File: src/rtl/sfr_pkg.sv
// ----------------------------------------------------------------------------
// sfr_pkg
// Shared constants and types for the sensor frame receiver: frame headers,
// register indexes and result frame types.
// ----------------------------------------------------------------------------
package sfr_pkg;

    localparam int unsigned DEFAULT_BUFFER_DEPTH = 20;
    localparam int unsigned KEPT_BYTES           = 5;
    localparam int unsigned CODE_BYTES           = 4;
    localparam int unsigned COUNT_W              = 5;
    localparam int unsigned CFG_INDEX_W          = 8;
    localparam int unsigned CFG_DATA_W           = 16;
    localparam int unsigned DIST_W               = 16;

    localparam logic [7:0] HDR_CODE = 8'h55;
    localparam logic [7:0] HDR_DIST = 8'hFF;

    localparam logic [15:0] JUMP_LIMIT_RESET = 16'd80;

    localparam logic [CFG_INDEX_W-1:0] CFG_FILTER_ENABLE = 8'd0;
    localparam logic [CFG_INDEX_W-1:0] CFG_JUMP_LIMIT    = 8'd1;

    localparam logic KIND_BYTE = 1'b0;
    localparam logic KIND_IDLE = 1'b1;

    typedef enum logic [2:0] {
        FT_CODE      = 3'd0,
        FT_DIST_OK   = 3'd1,
        FT_DIST_DROP = 3'd2,
        FT_SUM_BAD   = 3'd3,
        FT_UNKNOWN   = 3'd4
    } t_frame_type;

endpackage

File: src/rtl/sensor_frame_receiver_top.sv
// ----------------------------------------------------------------------------
// sensor_frame_receiver_top
// Collects received UART bytes into a five-byte frame store and decodes the
// frame on each line-idle transaction into one registered result.
// ----------------------------------------------------------------------------
// One transaction per clock: a byte transaction updates the frame store in
// the cycle it is accepted and yields no result; an idle transaction is
// decoded by combinational logic into the output register and its result is
// offered on the next cycle. Byte transactions are taken even while a result
// waits; an idle transaction waits only while an untaken result sits in the
// output register. The frame store is not cleared between frames, so a short
// frame decodes bytes left from earlier ones. Configuration writes are always
// ready and take effect at once; indexes beyond the register list are ignored.
module sensor_frame_receiver_top #(
    parameter int unsigned BUFFER_DEPTH = sfr_pkg::DEFAULT_BUFFER_DEPTH
) (
    input  logic                            i_clk,
    input  logic                            i_rst_n,

    input  logic                            i_cfg_valid,
    output logic                            o_cfg_ready,
    input  logic [sfr_pkg::CFG_INDEX_W-1:0] i_cfg_index,
    input  logic [sfr_pkg::CFG_DATA_W-1:0]  i_cfg_data,

    input  logic                            i_in_valid,
    output logic                            o_in_ready,
    input  logic                            i_kind,
    input  logic [7:0]                      i_rx_byte,

    output logic                            o_out_valid,
    input  logic                            i_out_ready,
    output logic [2:0]                      o_frame_type,
    output logic [7:0]                      o_code_byte0,
    output logic [7:0]                      o_code_byte1,
    output logic [7:0]                      o_code_byte2,
    output logic [7:0]                      o_code_byte3,
    output logic [sfr_pkg::DIST_W-1:0]      o_distance_tenths,
    output logic [7:0]                      o_ready_flag,
    output logic [sfr_pkg::COUNT_W-1:0]     o_byte_count
);

    localparam int unsigned POS_W  = $clog2(BUFFER_DEPTH + 1);
    localparam int unsigned KEEP_W = $clog2(sfr_pkg::KEPT_BYTES);

    logic                         r_filter_enable;
    logic [sfr_pkg::DIST_W-1:0]   r_jump_limit;

    logic [7:0]                   r_frame [sfr_pkg::KEPT_BYTES];
    logic [POS_W-1:0]             r_pos;
    logic [sfr_pkg::DIST_W-1:0]   r_last_dist;
    logic [7:0]                   r_code  [sfr_pkg::CODE_BYTES];
    logic [7:0]                   r_flag;

    logic                         r_out_valid;
    sfr_pkg::t_frame_type         r_type;

    sfr_pkg::t_frame_type         n_type;
    logic [sfr_pkg::DIST_W-1:0]   n_last_dist;
    logic [7:0]                   n_code  [sfr_pkg::CODE_BYTES];
    logic [7:0]                   n_flag;

    logic                         in_acc;
    logic                         idle_acc;
    logic                         byte_acc;
    logic [7:0]                   sum;
    logic [sfr_pkg::DIST_W-1:0]   data;
    logic [sfr_pkg::DIST_W:0]     diff_raw;
    logic [sfr_pkg::DIST_W-1:0]   diff;

    assign o_cfg_ready = 1'b1;
    assign o_in_ready  = (i_kind == sfr_pkg::KIND_BYTE) || !r_out_valid || i_out_ready;
    assign in_acc      = i_in_valid && o_in_ready;
    assign idle_acc    = in_acc && (i_kind == sfr_pkg::KIND_IDLE);
    assign byte_acc    = in_acc && (i_kind == sfr_pkg::KIND_BYTE);

    assign sum      = r_frame[0] + r_frame[1] + r_frame[2];
    assign data     = {r_frame[1], r_frame[2]};
    assign diff_raw = {1'b0, data} - {1'b0, r_last_dist};
    assign diff     = diff_raw[sfr_pkg::DIST_W] ? (r_last_dist - data) : diff_raw[sfr_pkg::DIST_W-1:0];

    always_comb begin
        n_type      = sfr_pkg::FT_UNKNOWN;
        n_last_dist = r_last_dist;
        n_code      = r_code;
        n_flag      = r_flag;
        priority if (r_frame[0] == sfr_pkg::HDR_CODE) begin
            n_code[0] = r_frame[1];
            n_code[1] = r_frame[2];
            n_code[2] = r_frame[3];
            n_code[3] = r_frame[4];
            n_type    = sfr_pkg::FT_CODE;
        end else if (r_frame[0] == sfr_pkg::HDR_DIST) begin
            n_flag = r_frame[4];
            if (sum == r_frame[3]) begin
                if (!r_filter_enable || (diff < r_jump_limit)) begin
                    n_last_dist = data;
                    n_type      = sfr_pkg::FT_DIST_OK;
                end else begin
                    n_type = sfr_pkg::FT_DIST_DROP;
                end
            end else begin
                n_type = sfr_pkg::FT_SUM_BAD;
            end
        end else begin
            n_type = sfr_pkg::FT_UNKNOWN;
        end
    end

    always_ff @(posedge i_clk) begin
        if (!i_rst_n) begin
            r_filter_enable <= 1'b0;
            r_jump_limit    <= sfr_pkg::JUMP_LIMIT_RESET;
        end else if (i_cfg_valid) begin
            if (i_cfg_index == sfr_pkg::CFG_FILTER_ENABLE) begin
                r_filter_enable <= i_cfg_data[0];
            end else if (i_cfg_index == sfr_pkg::CFG_JUMP_LIMIT) begin
                r_jump_limit <= i_cfg_data;
            end
        end
    end

    always_ff @(posedge i_clk) begin
        if (!i_rst_n) begin
            for (int i = 0; i < sfr_pkg::KEPT_BYTES; i++) begin
                r_frame[i] <= '0;
            end
            for (int i = 0; i < sfr_pkg::CODE_BYTES; i++) begin
                r_code[i] <= '0;
            end
            r_pos       <= '0;
            r_last_dist <= '0;
            r_flag      <= '0;
        end else if (byte_acc) begin
            if (r_pos < POS_W'(BUFFER_DEPTH)) begin
                if (r_pos < POS_W'(sfr_pkg::KEPT_BYTES)) begin
                    r_frame[r_pos[KEEP_W-1:0]] <= i_rx_byte;
                end
                r_pos <= r_pos + 1'b1;
            end
        end else if (idle_acc) begin
            r_pos       <= '0;
            r_last_dist <= n_last_dist;
            r_code      <= n_code;
            r_flag      <= n_flag;
        end
    end

    always_ff @(posedge i_clk) begin
        if (!i_rst_n) begin
            r_out_valid <= 1'b0;
        end else if (idle_acc) begin
            r_out_valid <= 1'b1;
        end else if (i_out_ready) begin
            r_out_valid <= 1'b0;
        end
    end

    always_ff @(posedge i_clk) begin
        if (idle_acc) begin
            r_type            <= n_type;
            o_code_byte0      <= n_code[0];
            o_code_byte1      <= n_code[1];
            o_code_byte2      <= n_code[2];
            o_code_byte3      <= n_code[3];
            o_distance_tenths <= n_last_dist;
            o_ready_flag      <= n_flag;
            o_byte_count      <= sfr_pkg::COUNT_W'(r_pos);
        end
    end

    assign o_out_valid  = r_out_valid;
    assign o_frame_type = r_type;

`ifndef SYNTH
    a_idle_gives_result: assert property (@(posedge i_clk) disable iff (!i_rst_n)
        idle_acc |=> r_out_valid)
        else $error("idle transaction did not raise a result");

    a_idle_restarts_count: assert property (@(posedge i_clk) disable iff (!i_rst_n)
        idle_acc |=> (r_pos == '0))
        else $error("byte count not restarted after idle");

    a_pos_bounded: assert property (@(posedge i_clk) disable iff (!i_rst_n)
        r_pos <= POS_W'(BUFFER_DEPTH))
        else $error("byte position beyond buffer depth");

    a_no_overwrite: assert property (@(posedge i_clk) disable iff (!i_rst_n)
        (idle_acc && r_out_valid) |-> i_out_ready)
        else $error("pending result overwritten");

    a_byte_no_result: assert property (@(posedge i_clk) disable iff (!i_rst_n)
        (byte_acc && !r_out_valid) |=> !r_out_valid)
        else $error("byte transaction produced a result");
`endif

endmodule
File: config.mk
export PLATFORM = sky130hd
export DESIGN_NAME = sensor_frame_receiver_top
export DESIGN_NICKNAME = d
export VERILOG_FILES = /design/src/rtl/sfr_pkg.sv /design/src/rtl/sensor_frame_receiver_top.sv
export SDC_FILE = /design/constraint.sdc
export NUM_CORES = 1
export LEC_CHECK = 0
export ABC_AREA = 1
export BUFFER_PORTS_ARGS = -buffer_cell sky130_fd_sc_hd__buf_2
export CORE_ASPECT_RATIO = 0.7
export CORE_MARGIN = 3
export CORE_UTILIZATION = 58
export CTS_CLUSTER_SIZE = 10
export DETAILED_ROUTE_END_ITERATION = 8
export GPL_TIMING_DRIVEN = 0
export PLACE_DENSITY = 0.87
export SETUP_SLACK_MARGIN = 0.3
export SLEW_MARGIN = 15
export SYNTH_ARGS = -nofsm -noshare
export SYNTH_HDL_FRONTEND = slang
export SYNTH_SLANG_ARGS = --single-unit
File: constraint.sdc
create_clock -name i_clk -period 4.8 [get_ports i_clk]
set_input_delay 0.24 -clock i_clk [delete_from_list [all_inputs] [get_ports i_clk]]
set_output_delay 0.24 -clock i_clk [all_outputs]
set_load 0.05 [all_outputs]
==> metrics.log, run 1 <==
INFO  metric status = finished, final reports clean
INFO  metric setup_violations = 0
INFO  metric finish.net_count = 1413
INFO  metric synth_seq_cells = 183
INFO  metric synth.cell_area = 9900 µm²
INFO  metric final_clock_skew = 0.0113 ns
INFO  metric gate_count_post_synth = 1181
INFO  metric post_synth_xor_area_fraction = 0.0186
INFO  metric yosys.area.top_type = sky130_fd_sc_hd__edfxtp_1
INFO  metric rows = 39
INFO  metric count_leader_synth = sky130_fd_sc_hd__nand2_1
INFO  metric worst_ir_drop_vdd = 0.231 mV
INFO  metric cp.required = 4.98 ns
INFO  metric clk_lat_worst_skew = 0.44 ns
INFO  metric first_global_vias = 8232
INFO  metric cellLeakagePower = 5.46 nW
INFO  metric place_ws = -0.0214 ns
INFO  metric die_width = 162 µm
INFO  metric distinct_cell_type_count_after_synthesis = 44
INFO  metric async_flop_share = 0
INFO  metric n_fill_cell = 1291
INFO  metric rsz0062_at_grt = no
INFO  metric die_h = 115 µm
INFO  metric grt_first_pass_wirelength = 42.1 mm
INFO  metric synth_adder_area_share = 0.0872
INFO  metric endpoint_kind = flip-flop
INFO  metric post-route-worst-setup-slack = 0.469 ns
INFO  metric power_density = 321 nW/µm²
INFO  metric synth-simple-area-share = 0.205
INFO  metric worst-setup-path-type = reg -> reg
INFO  metric drc = 0
INFO  metric critPathSlowestCell = sky130_fd_sc_hd__edfxtp_1
INFO  metric grt_util_all_layers = 0.290
INFO  metric synth_nets = 1282
INFO  metric drive_above_1_share = 0.152
INFO  metric hold_violations = 0
INFO  metric slew_headroom = 0.423
INFO  metric worstPathBufferInverterCount = 1
INFO  metric share_of_the_synthesized_area_in_compound_gates_ao_oa_aoi_oai = 0.111
INFO  metric avgRoutedWirePerCell = 17.1 µm
INFO  metric max_clock_freq = 231 MHz
INFO  metric post-dp-hpwl = 19.5 mm
INFO  metric placement.io_buffers = 103
INFO  metric route.antenna.remaining_nets = 0
INFO  metric yosys-mux-area-fraction = 0
INFO  metric cts.path.max_buffers = 2
INFO  metric netlist.area_leader.share = 0.316
INFO  metric detailroute.via_count = 8639
INFO  metric route.detailed.vias_per_inst = 5.58
INFO  metric io_pins = 105
INFO  metric critical_path_data_arrival_time = 4.51 ns
INFO  metric initial_core_util = 0.600
INFO  metric syn2layout_area_growth = 15.9%
INFO  metric cts_inserted_buffers = 17
INFO  metric max_stage_delay = 0.61 ns
INFO  metric grt-ovfl-total = 0
INFO  metric synth-seq-area-share = 0.475
INFO  metric cts_num_sinks = 183
INFO  metric timing.max_cap.violations = 0
INFO  metric gp_congestion = 0.986
INFO  metric antenna_found_initial = 0
INFO  metric synthesis.yosys.warnings = 0
INFO  metric synth_enable_flop_cells = 104
INFO  metric synth_flop_cell = sky130_fd_sc_hd__edfxtp_1
INFO  metric cts_tree = yes
INFO  metric synth_commonest_cells = sky130_fd_sc_hd__nand2_1, sky130_fd_sc_hd__inv_1, sky130_fd_sc_hd__edfxtp_1, sky130_fd_sc_hd__nor2_1, sky130_fd_sc_hd__a21oi_1
INFO  metric rrSetupSlack = 0.47 ns
INFO  metric worst-slew-pin-transition = 0.859 ns
INFO  metric path_common_cell = sky130_fd_sc_hd__nand2_1
INFO  metric clk_root_buffer_cell = sky130_fd_sc_hd__clkbuf_16
INFO  metric period_minus_slack = 4.33 ns
INFO  metric h-tree-depth = 4
INFO  metric critical_path_peak_fanout = 8
INFO  metric detailedRoute.firstIterationViolations = 956
INFO  metric top_cells_by_area_in_the_synthesized_netlist = sky130_fd_sc_hd__edfxtp_1, sky130_fd_sc_hd__dfxtp_1, sky130_fd_sc_hd__nand2_1, sky130_fd_sc_hd__inv_1, sky130_fd_sc_hd__ha_1
INFO  metric placeableCoreArea = 16500 µm²
INFO  metric design.die.area = 18700 µm²
INFO  metric synth_top_family_by_area = simple AND/OR/NAND/NOR gates
INFO  metric dr.pass1.iters = 5
INFO  metric critical_path_cell_by_cell = inv_1 -> fa_1 -> nand3_1 -> nand2_1 -> a21oi_1 -> o21bai_1 -> nand2_1 -> nand2_1 -> nand2_1 -> nand2_1 -> xor2_1 -> ha_1 -> nand2_1 -> nor4_2 -> nand2_1 -> nand2_2 -> nand2_8 -> nand3_4 -> nand2_2 -> and2_1
INFO  metric synth_area_per_cell = 8.38 µm²
INFO  metric cp_top_family = simple AND/OR/NAND/NOR gates
INFO  metric finalWirelength = 26.5 mm
INFO  metric clk_transition_reported_paths = 0.07 ns
INFO  metric report.final.slew_viol_count = 0
INFO  metric insertedDiodeCount = 0
INFO  metric hold_buffers = 0
INFO  metric worst_hold_path_type = in -> reg
INFO  metric timing.final.crit_share = 0.902
INFO  metric grt_start_max_net_pins = 55
INFO  metric hold_slack = 0.0286 ns
INFO  metric cp-start-kind = flip-flop
-- final cells by class --
class / instances / area [µm²] / area share
multi-input cells: 737 / 4230 / 0.369
well taps: 225 / 282 / 0.0245
plain buffers: 29 / 155 / 0.0135
clock buffers: 19 / 454 / 0.0396
clock inverters: 12 / 165 / 0.0144
flip-flops and latches: 183 / 4700 / 0.410
repair buffers: 112 / 603 / 0.0526
inverters: 232 / 873 / 0.0761
-- final timing paths --
| check | end | cells after the start | startpoint |
|---|---|---|---|
| min reg2reg | r_jump_limit[2] | 2 | r_jump_limit[2] |
| max | o_distance_tenths[12] | 20 | r_frame[2][1] |
| max reg2reg | o_distance_tenths[12] | 20 | r_frame[2][1] |
| min | r_jump_limit[6] | 3 | i_cfg_data[6] |
-- kinds of logic (layout without fill, tap and decap cells) --
| family | count (synthesis) | after routing |
|---|---|---|
| AND/OR/NAND/NOR | 459 | 459 |
| buffers and inverters | 261 | 404 |
| AO/OA/AOI/OAI | 193 | 193 |
| flip-flops | 183 | 183 |
| adder cells (fa/ha/maj) | 63 | 63 |
| XOR/XNOR | 21 | 21 |
| other | 1 | 1 |
-- state kept, by name (all words and copies together) (netlist names) --
signal             cells
o_byte_count           5
o_code_byte1           8
r_code                32
o_frame_type           3
r_last_dist           16
o_out_valid            1
r_pos                  5
r_frame               40
o_ready_flag           8
r_filter_enable        1
o_code_byte3           8
o_code_byte2           8
r_flag                 8
r_jump_limit          16
o_code_byte0           8
o_distance_tenths     16
-- cell usage in the layout (no fill, tap or decap), types with 2 or more instances in the layout --
master                         n
sky130_fd_sc_hd__o211ai_1      6
sky130_fd_sc_hd__buf_2       110
sky130_fd_sc_hd__nand3b_1      3
sky130_fd_sc_hd__clkinv_4      2
sky130_fd_sc_hd__bufinv_16     3
sky130_fd_sc_hd__dfxtp_1      79
sky130_fd_sc_hd__a31oi_1       3
sky130_fd_sc_hd__buf_6         2
sky130_fd_sc_hd__ha_1         53
sky130_fd_sc_hd__edfxtp_1    104
sky130_fd_sc_hd__and2_1       13
sky130_fd_sc_hd__xnor2_1       5
sky130_fd_sc_hd__nand2_1     231
sky130_fd_sc_hd__nor2_1      102
sky130_fd_sc_hd__nor3_1        7
sky130_fd_sc_hd__a21oi_1      81
sky130_fd_sc_hd__o21a_1       14
sky130_fd_sc_hd__inv_6         3
sky130_fd_sc_hd__nor4_1        3
sky130_fd_sc_hd__nor2_2        3
sky130_fd_sc_hd__xor2_1       16
sky130_fd_sc_hd__clkinvlp_4    2
sky130_fd_sc_hd__fa_1          9
sky130_fd_sc_hd__and2_4        3
sky130_fd_sc_hd__nand3_4       2
sky130_fd_sc_hd__o21bai_1      6
sky130_fd_sc_hd__clkbuf_1     17
sky130_fd_sc_hd__nand2_2      15
sky130_fd_sc_hd__clkbuf_16    18
sky130_fd_sc_hd__o21ai_0      37
sky130_fd_sc_hd__inv_1       220
sky130_fd_sc_hd__nand4_1      21
sky130_fd_sc_hd__o22ai_1      41
sky130_fd_sc_hd__buf_4        11
sky130_fd_sc_hd__inv_2        10
sky130_fd_sc_hd__nand3_2       3
sky130_fd_sc_hd__nand3_1      45
-- stage by stage --
| stage | util | area (µm²) | TNS (ns) | std cells | power [mW] |
|---|---|---|---|---|---|
| 3_3_place_gp | 0.648 | 10700 | 0 | 1509 | 2.20 |
| 5_1_grt | 0.695 | 11500 | 0 | 1549 | 3.81 |
| 6_report | 0.695 | 11500 | 0 | 1549 | 3.69 |
| 2_1_floorplan | - | 9900 | 0 | 1181 | 2.09 |
| 3_5_place_dp | 0.650 | 10700 | -0.0336 | 1510 | 2.22 |
| 4_1_cts | 0.689 | 11400 | 0 | 1542 | 3.67 |
-- routing by layer --
layer  track usage  up-vias  share of wire
met3        0.0745       51           0.12
met4        0.0932        0          0.020
met5             0        -              0
li1              -     4094              -
met2         0.423      458           0.42
met1         0.426     4036           0.44
-- timing repair --
action                                  in CTS  in global routing
endpoints found under the hold margin        0                  0
gates resized for setup                      4                 16
pin swaps                                    0                  7
setup buffers                                1                  7
endpoints found under the setup margin      33                 33
cloned                                       0                  0
-- power by group --
group          internal (mW)  leakage [nW]  switching [mW]  total [mW]
sequential              1.69          1.66          0.0315        1.72
combinational          0.148          3.50           0.341       0.489
clock                  0.857         0.297           0.622        1.48
total                   2.69          5.46           0.994        3.69
-- worst min-delay path: cells and delay by family --
kind | cells | cell delay [ns]
compound gates | 1 | 0.07
buf+inv | 1 | 0.08
simple gates | 1 | 0.04
No activity file was read; power rests on OpenSTA's default activity.
==> run 2, diff against run 1 <==
--- a/config.mk
+++ b/config.mk
@@ -13,7 +13,7 @@
 export CTS_CLUSTER_SIZE = 10
 export DETAILED_ROUTE_END_ITERATION = 8
 export GPL_TIMING_DRIVEN = 0
-export PLACE_DENSITY = 0.87
+export PLACE_DENSITY = 0.83
 export SETUP_SLACK_MARGIN = 0.3
 export SLEW_MARGIN = 15
 export SYNTH_ARGS = -nofsm -noshare
==> run 2 against run 1 <==
  * Global-route usage down 1.5 points
  * Routed wire length is 4.5% lower
  * Final area decreased by 0.38%
  * Die area stayed put
  * Combinational power fell by 1%
  * Power shrank 2.3%
  * Maximum frequency fell by 0.65%
  * Non-clock buffer count is 2 higher
  * Cell count up 0.19%
  * Critical path depth grew 2
==> metrics.log, run 2 (synthesis gave the netlist of run 1 again) <==
INFO  metric status = finished, final reports clean
INFO  metric finalWirelength = 25.3 mm (-4.5%)
INFO  metric grt_util_all_layers = 0.275 (-0.0153)
INFO  metric final_clock_skew = 0.0122 ns (+0.000857 ns)
INFO  metric reg.largest.list = r_frame (40), r_code (32)
INFO  metric max_clock_freq = 229 MHz (-0.65%)
INFO  metric h-tree-depth = 4 (unchanged)
INFO  metric gp_congestion = 0.998 (+1.2%)
INFO  metric clk_root_buffer_cell = sky130_fd_sc_hd__clkbuf_16
INFO  metric worstPathBufferInverterCount = 3 (+2)
INFO  metric cellLeakagePower = 5.46 nW (about the same)
INFO  metric antenna_found_initial = 0 (unchanged)
INFO  metric initial_core_util = 0.600 (unchanged)
INFO  metric first_global_vias = 7862 (-4.5%)
INFO  metric cp_top_family = simple AND/OR/NAND/NOR gates
INFO  metric critical_path_data_arrival_time = 4.55 ns (+0.04 ns)
INFO  metric timing.final.crit_share = 0.908 (+0.00588)
INFO  metric drive_above_1_share = 0.148 (-0.00336)
INFO  metric detailroute.via_count = 8533 (-1.2%)
INFO  metric route.detailed.vias_per_inst = 5.50 (-1.4%)
INFO  metric report.final.slew_viol_count = 0 (unchanged)
INFO  metric grt_first_pass_wirelength = 39.9 mm (-5.3%)
INFO  metric avgRoutedWirePerCell = 16.3 µm (-4.7%)
INFO  metric largest_register_ff_count = 40 (unchanged)
INFO  metric hold_buffers = 0 (unchanged)
INFO  metric placeableCoreArea = 16500 µm² (unchanged)
INFO  metric die_h = 115 µm (unchanged)
INFO  metric groute.layer.met1.usage = 0.419 (-0.00643)
INFO  metric worst-slew-pin-transition = 0.823 ns (-0.0359 ns)
INFO  metric max_stage_delay = 0.64 ns (+0.03 ns)
INFO  metric worst_hold_path_type = in -> reg
INFO  metric grt-ovfl-total = 0 (unchanged)
INFO  metric critical_path_peak_fanout = 6 (-2)
INFO  metric io_pins = 105 (unchanged)
INFO  metric worst-setup-path-type = reg -> reg
INFO  metric cts_inserted_buffers = 17 (unchanged)
INFO  metric max_flop_register = r_frame
INFO  metric syn2layout_area_growth = 15.4%
INFO  metric totalNegativeSetupSlack = 0 ns (unchanged)
INFO  metric n_fill_cell = 1331 (+3.1%)
INFO  metric place_inst = 1510 (unchanged)
INFO  metric path_common_cell = sky130_fd_sc_hd__nand2_1
INFO  metric slew_headroom = 0.447 (+0.0241)
INFO  metric critical_path_cell_by_cell = inv_1 -> fa_1 -> nand3_1 -> nand2_1 -> a21oi_1 -> o21bai_1 -> nand2_1 -> nand2_1 -> nand2_1 -> nand2_1 -> xor2_1 -> ha_1 -> nand2_1 -> nor4_1 -> nand2_1 -> nand2_2 -> nand2_4 -> buf_4 -> nand3_4 -> buf_12 -> nand2_2 -> and2_1
INFO  metric drc = 0 (unchanged)
INFO  metric grt_start_max_net_pins = 56 (+1.8%)
INFO  metric route.antenna.remaining_nets = 0 (unchanged)
INFO  metric hold_violations = 0 (unchanged)
INFO  metric cp-start-kind = flip-flop
INFO  metric clk_lat_worst_skew = 0.44 ns (about the same)
INFO  metric layout.cells.most_common = sky130_fd_sc_hd__nand2_1
INFO  metric endpoint_kind = flip-flop
INFO  metric rsz0062_at_grt = no
INFO  metric clk_transition_reported_paths = 0.08 ns (about the same)
INFO  metric design.die.area = 18700 µm² (unchanged)
INFO  metric detailedRoute.firstIterationViolations = 913 (-4.5%)
INFO  metric finish.net_count = 1415 (+0.14%)
INFO  metric instances_no_fill = 1552 (+0.19%)
INFO  metric mostFrequentLayoutCells = sky130_fd_sc_hd__nand2_1, sky130_fd_sc_hd__inv_1, sky130_fd_sc_hd__buf_2
INFO  metric cts_tree = yes
INFO  metric worst_ir_drop_vdd = 0.259 mV (+12%)
INFO  metric placement.io_buffers = 103 (unchanged)
INFO  metric seqCellArea = 4700 µm² (unchanged)
INFO  metric rows = 39 (unchanged)
INFO  metric die_width = 162 µm (unchanged)
INFO  metric met3_usage = 0.0677 (-0.00684)
INFO  metric post-dp-hpwl = 19.0 mm (-2.4%)
INFO  metric critPathSlowestCell = sky130_fd_sc_hd__edfxtp_1
INFO  metric cts_num_sinks = 183 (unchanged)
INFO  metric power_density = 315 nW/µm² (-2.0%)
INFO  metric period_minus_slack = 4.36 ns (+0.0282 ns)
INFO  metric insertedDiodeCount = 0 (unchanged)
INFO  metric timing.max_cap.violations = 0 (unchanged)
INFO  metric cp.required = 4.99 ns (about the same)
INFO  metric multi_input_area = 4190 µm² (-1.0%)
INFO  metric setup_violations = 0 (unchanged)
INFO  metric grt.met2_usage = 0.389 (-0.0336)
INFO  metric dr.pass1.iters = 5 (unchanged)
INFO  metric busiest_layer_in_global_routing = met1
INFO  metric cts.path.max_buffers = 2 (unchanged)
-- run 2: cell count changes in the layout (fill, tap and decap cells not counted), moves of 2 or more --
cell	previous run	this run
sky130_fd_sc_hd__inv_8	1	5
sky130_fd_sc_hd__nand2_2	15	13
sky130_fd_sc_hd__nand2_1	231	233
sky130_fd_sc_hd__and2_1	13	16
sky130_fd_sc_hd__clkinv_8	0	3
sky130_fd_sc_hd__bufinv_16	3	0
sky130_fd_sc_hd__clkinv_4	2	0
sky130_fd_sc_hd__and2_4	3	0
-- run 2: per-layer routing --
metal / share of wire / vias to the layer above
met5: 0 / -
met4: 0.013 / 0
met3: 0.11 / 33
met2: 0.41 / 420
met1: 0.47 / 3986
li1: - / 4094
-- run 2: worst paths after layout --
kind / from / to / slack (ns) / cells after the start
worst max register to register: r_frame[2][1] / o_distance_tenths[12] / 0.44 / 22
worst min-delay path: i_cfg_data[4] / r_jump_limit[4] / 0.02 / 3
worst min register to register: r_jump_limit[10] / r_jump_limit[10] / 0.47 / 2
worst max-delay path: r_frame[2][1] / o_distance_tenths[12] / 0.44 / 22
-- run 2: repair_timing --
item,4_1_cts,5_1_grt
buffers inserted,1,9
endpoints found under the setup margin,27,33
resized for setup,2,7
pin swaps,0,2
-- run 2: worst min-delay path, stage by stage --
cell and delay, ns:
sky130_fd_sc_hd__buf_2 0.08, sky130_fd_sc_hd__nand2_1 0.05, sky130_fd_sc_hd__o211ai_1 0.07
-- run 2: stage by stage --
stage	hold slack (ns)	cell area (µm²)	power (mW)	worst slack [ns]	utilization
floorplan	0.370	9900	2.09	1.18	-
global placement	0.442	10700	2.20	0.0866	0.648
detailed placement	0.458	10700	2.22	0.0327	0.650
CTS	0.0151	11300	3.60	0.301	0.687
global route	0.0303	11400	3.72	0.287	0.693
finish	0.0238	11400	3.60	0.441	0.693
-- run 2: final cells by class --
cell class / instances / area share
buffer: 29 / 0.0133
clock buffer: 17 / 0.0372
clock inverter: 15 / 0.0148
inverter: 232 / 0.0764
multi-input combinational: 737 / 0.367
sequential: 183 / 0.412
tap: 225 / 0.0246
timing repair buffer: 114 / 0.0552
-- run 2: where the power goes --
part | internal (mW) | switching (mW) | total [mW]
clock network | 0.705 | 0.697 | 1.40
logic | 0.147 | 0.335 | 0.482
registers | 1.69 | 0.0300 | 1.72
==> run 3, diff against run 2 <==
--- a/config.mk
+++ b/config.mk
@@ -5,10 +5,9 @@
 export SDC_FILE = /design/constraint.sdc
 export NUM_CORES = 1
 export LEC_CHECK = 0
-export ABC_AREA = 1
 export BUFFER_PORTS_ARGS = -buffer_cell sky130_fd_sc_hd__buf_2
 export CORE_ASPECT_RATIO = 0.7
-export CORE_MARGIN = 3
+export CORE_MARGIN = 8
 export CORE_UTILIZATION = 58
 export CTS_CLUSTER_SIZE = 10
 export DETAILED_ROUTE_END_ITERATION = 8
==> run 3 against run 2 <==
  * Maximum frequency is 9.0% lower
  * Clock-buffer cell count rose by 1
  * Critical path depth rose by 1
  * Critical endpoint is now o_distance_tenths[7]
  * Sequential share of layout area shrank 1.1 points
  * Die area increased by 13%
  * Register-to-register slack got worse by 0.43 ns
  * Combinational power down 2%
  * Utilization is 2.8 points higher
  * Non-clock buffer count rose by 31
  * Power about the same
  * First-iteration DRC count is 12% lower
==> metrics.log, run 3 <==
INFO  metric yosys.area.top_type = sky130_fd_sc_hd__edfxtp_1
INFO  metric reg.largest.list = r_frame (40), r_code (32)
INFO  metric post-dp-hpwl = 17.7 mm (-6.7%)
INFO  metric largest_register_ff_count = 40 (unchanged)
INFO  metric status = finished, final reports clean
INFO  metric avgRoutedWirePerCell = 20.3 µm (+24%)
INFO  metric synth.cell_area = 9630 µm² (-2.7%)
INFO  metric placement.io_buffers = 103 (unchanged)
INFO  metric worst-setup-path-type = reg -> reg
INFO  metric final_clock_skew = 0.0139 ns (+0.00173 ns)
INFO  metric first_global_vias = 7437 (-5.4%)
INFO  metric timing.final.crit_share = 0.997 (+0.0893)
INFO  metric initial_core_util = 0.591 (-0.00947)
INFO  metric critPathSlowestCell = sky130_fd_sc_hd__a2111oi_4
INFO  metric insertedDiodeCount = 0 (unchanged)
INFO  metric io_pins = 105 (unchanged)
INFO  metric detailedRoute.firstIterationViolations = 800 (-12%)
INFO  metric synth_nets = 1024 (-20%)
INFO  metric clk_transition_reported_paths = 0.07 ns (about the same)
INFO  metric cp-start-kind = flip-flop
INFO  metric count_leader_synth = sky130_fd_sc_hd__nand2_1
INFO  metric die_width = 170 µm (+4.8%)
INFO  metric antenna_found_initial = 0 (unchanged)
INFO  metric async_flop_share = 0 (unchanged)
INFO  metric drive_above_1_share = 0.263 (+0.115)
INFO  metric die_h = 124 µm (+7.4%)
INFO  metric placeableCoreArea = 16300 µm² (-1.2%)
INFO  metric synth_enable_flop_cells = 104 (unchanged)
INFO  metric max_clock_freq = 209 MHz (-9.0%)
INFO  metric max_flop_register = r_frame
INFO  metric critical_path_cell_by_cell = inv_2 -> ha_4 -> inv_2 -> fa_2 -> nand3_4 -> a2111oi_4 -> a211oi_4 -> a31o_1 -> buf_6 -> o32a_4 -> o211a_1 -> a211oi_2 -> ha_1 -> a21oi_2 -> o21ai_2 -> a21oi_2 -> a21boi_2 -> a41oi_2 -> buf_4 -> nand3_4 -> buf_12 -> buf_16 -> mux2i_1
INFO  metric post_synth_xor_area_fraction = 0.0246 (+0.00598)
INFO  metric cp.required = 4.98 ns (about the same)
INFO  metric netlist.area_leader.share = 0.324 (+0.00890)
INFO  metric layout.cells.most_common = sky130_fd_sc_hd__nand2_1
INFO  metric hold_buffers = 0 (unchanged)
INFO  metric synth-simple-area-share = 0.138 (-0.0670)
INFO  metric timing.max_cap.violations = 0 (unchanged)
INFO  metric report.final.slew_viol_count = 0 (unchanged)
INFO  metric worst-slew-pin-transition = 1.14 ns (+0.322 ns)
INFO  metric slew_headroom = 0.237 (-0.210)
INFO  metric dr.pass1.iters = 7 (+2)
INFO  metric top_cells_by_area_in_the_synthesized_netlist = sky130_fd_sc_hd__edfxtp_1, sky130_fd_sc_hd__dfxtp_1, sky130_fd_sc_hd__ha_1, sky130_fd_sc_hd__a21oi_1, sky130_fd_sc_hd__mux2_2
INFO  metric rows = 39 (unchanged)
INFO  metric met3_usage = 0.0684 (+0.000699)
INFO  metric route.antenna.remaining_nets = 0 (unchanged)
INFO  metric synth_flop_cell = sky130_fd_sc_hd__edfxtp_1
INFO  metric cts_num_sinks = 183 (unchanged)
INFO  metric design.die.area = 21000 µm² (+13%)
INFO  metric synth_area_per_cell = 10.4 µm² (+24%)
INFO  metric rsz0062_at_grt = yes
INFO  metric critical_path_data_arrival_time = 4.97 ns (+0.42 ns)
INFO  metric max_stage_delay = 0.45 ns (-0.19 ns)
INFO  metric grt-ovfl-total = 0 (unchanged)
INFO  metric post-route-worst-setup-slack = 0.0123 ns (-0.429 ns)
INFO  metric endpoint_kind = flip-flop
INFO  metric synth_seq_cells = 183 (unchanged)
INFO  metric setup_violations = 0 (unchanged)
INFO  metric critical_path_peak_fanout = 5 (-1)
INFO  metric busiest_layer_in_global_routing = met2
INFO  metric h-tree-depth = 4 (unchanged)
INFO  metric place_inst = 1252 (-17%)
INFO  metric period_minus_slack = 4.79 ns (+0.429 ns)
INFO  metric power_density = 306 nW/µm² (-2.8%)
INFO  metric synth_adder_area_share = 0.0897 (+0.00246)
INFO  metric cts.path.max_buffers = 2 (unchanged)
INFO  metric route.detailed.vias_per_inst = 6.02 (+9.4%)
INFO  metric worst_hold_path_type = in -> reg
INFO  metric groute.layer.met1.usage = 0.334 (-0.0853)
INFO  metric clk_root_buffer_cell = sky130_fd_sc_hd__clkbuf_16
INFO  metric grt_util_all_layers = 0.241 (-0.0337)
INFO  metric yosys-mux-area-fraction = 0.0867 (+0.0867)
INFO  metric grt_first_pass_wirelength = 39.4 mm (-1.3%)
INFO  metric synthesis.yosys.warnings = 0 (unchanged)
INFO  metric worst_ir_drop_vdd = 0.226 mV (-13%)
INFO  metric syn2layout_area_growth = 22.1%
INFO  metric synth-seq-area-share = 0.489 (+0.0134)
INFO  metric cts_tree = yes
INFO  metric distinct_cell_type_count_after_synthesis = 70 (+59%)
INFO  metric clk_lat_worst_skew = 0.44 ns (about the same)
INFO  metric cellLeakagePower = 4.74 nW (-13%)
INFO  metric place_ws = -0.803 ns (-0.836 ns)
INFO  metric drc = 0 (unchanged)
INFO  metric finish.net_count = 1174 (-17%)
INFO  metric instances_no_fill = 1311 (-16%)
INFO  metric hold_violations = 0 (unchanged)
INFO  metric finalWirelength = 26.6 mm (+5.0%)
INFO  metric grt_start_max_net_pins = 54 (-3.6%)
INFO  metric placedInstanceArea = 10500 µm² (-2.5%)
INFO  metric gp_congestion = 0.909 (-8.9%)
INFO  metric gate_count_post_synth = 923 (-22%)
INFO  metric synth_top_family_by_area = simple AND/OR/NAND/NOR gates
INFO  metric grt.met2_usage = 0.362 (-0.0268)
INFO  metric finalInstanceArea = 11800 µm² (+2.9%)
INFO  metric cts_inserted_buffers = 17 (unchanged)
INFO  metric synth_commonest_cells = sky130_fd_sc_hd__nand2_1, sky130_fd_sc_hd__edfxtp_1, sky130_fd_sc_hd__a21oi_1, sky130_fd_sc_hd__dfxtp_1, sky130_fd_sc_hd__inv_1
INFO  metric share_of_the_synthesized_area_in_compound_gates_ao_oa_aoi_oai = 0.128 (+0.0165)
INFO  metric detailroute.via_count = 7886 (-7.6%)
INFO  metric mostFrequentLayoutCells = sky130_fd_sc_hd__nand2_1, sky130_fd_sc_hd__buf_2, sky130_fd_sc_hd__edfxtp_1
run 3: changes by cell type after synthesis, sizes merged, moves of 14 or more:
cell / before / now
a21oi: 81 / 97
and2: 16 / 44
clkbuf: 16 / 30
inv: 231 / 60
mux2: 0 / 43
mux2i: 0 / 35
nand2: 248 / 116
nand3: 50 / 10
nor2: 107 / 40
o22ai: 41 / 1
o31ai: 1 / 16
run 3: layer usage:
| metal | share of wire | vias to the layer above |
|---|---|---|
| li1 | - | 3569 |
| met1 | 0.41 | 3785 |
| met3 | 0.11 | 91 |
| met2 | 0.44 | 441 |
| met5 | 0 | - |
| met4 | 0.029 | 0 |
run 3: through the flow:
| step | TNS [ns] | hold slack, ns | utilization | total power, mW |
|---|---|---|---|---|
| 2_1_floorplan | 0 | 0.302 | - | 2.03 |
| 3_3_place_gp | -17.63 | 0.438 | 0.639 | 2.14 |
| 3_5_place_dp | -20.32 | 0.445 | 0.641 | 2.15 |
| 4_1_cts | 0 | 0.00356 | 0.701 | 3.57 |
| 5_1_grt | -2.76 | 0.0224 | 0.721 | 3.70 |
| 6_report | 0 | 0.0117 | 0.721 | 3.60 |
run 3: final timing paths:
kind	start	end	slack, ns	cells past startpoint
setup / recovery	r_frame[2][0]	o_distance_tenths[7]	0.01	23
setup reg to reg	r_frame[2][0]	o_distance_tenths[7]	0.01	23
hold reg to reg	r_code[4]	r_code[4]	0.45	2
hold / removal	i_cfg_data[6]	r_jump_limit[6]	0.01	3
run 3: logic make-up after synthesis:
family                     Yosys count
AOI/OAI and AO/OA                  196
xor gates and xnor gates            27
adders and majority gates           63
buffers and inverters              104
DFF                                183
muxes                               78
other                                1
and+or+nand+nor                    271
run 3: layout make-up:
cell class,instances,area [µm²]
plain buffers,43,255
repair buffers,131,818
clock buffers,18,439
flip-flops and latches,183,4710
clock inverters,14,150
inverters,61,229
multi-input cells,636,4870
well taps,225,282
fillers,1131,4540
run 3: critical path, delay by kind of cell, from the launching register on:
| family | cells | cell delay [ns] |
|---|---|---|
| AOI/OAI and AO/OA | 11 | 2.28 |
| adders and majority gates | 3 | 0.68 |
| buffers and inverters | 6 | 0.76 |
| DFF | 1 | 0.43 |
| muxes | 1 | 0.14 |
| and+or+nand+nor | 2 | 0.23 |
run 3: repair_timing:
action,4_1_cts,5_1_grt
endpoints found under the setup margin,34,34
setup buffers,19,6
gates cloned,1,1
pin swaps,10,38
resized for setup,48,63
run 3: power breakdown:
part           switching, mW  total [mW]  internal [mW]
combinational          0.312       0.474          0.162
sequential            0.0237        1.71           1.68
clock                  0.665        1.42          0.753
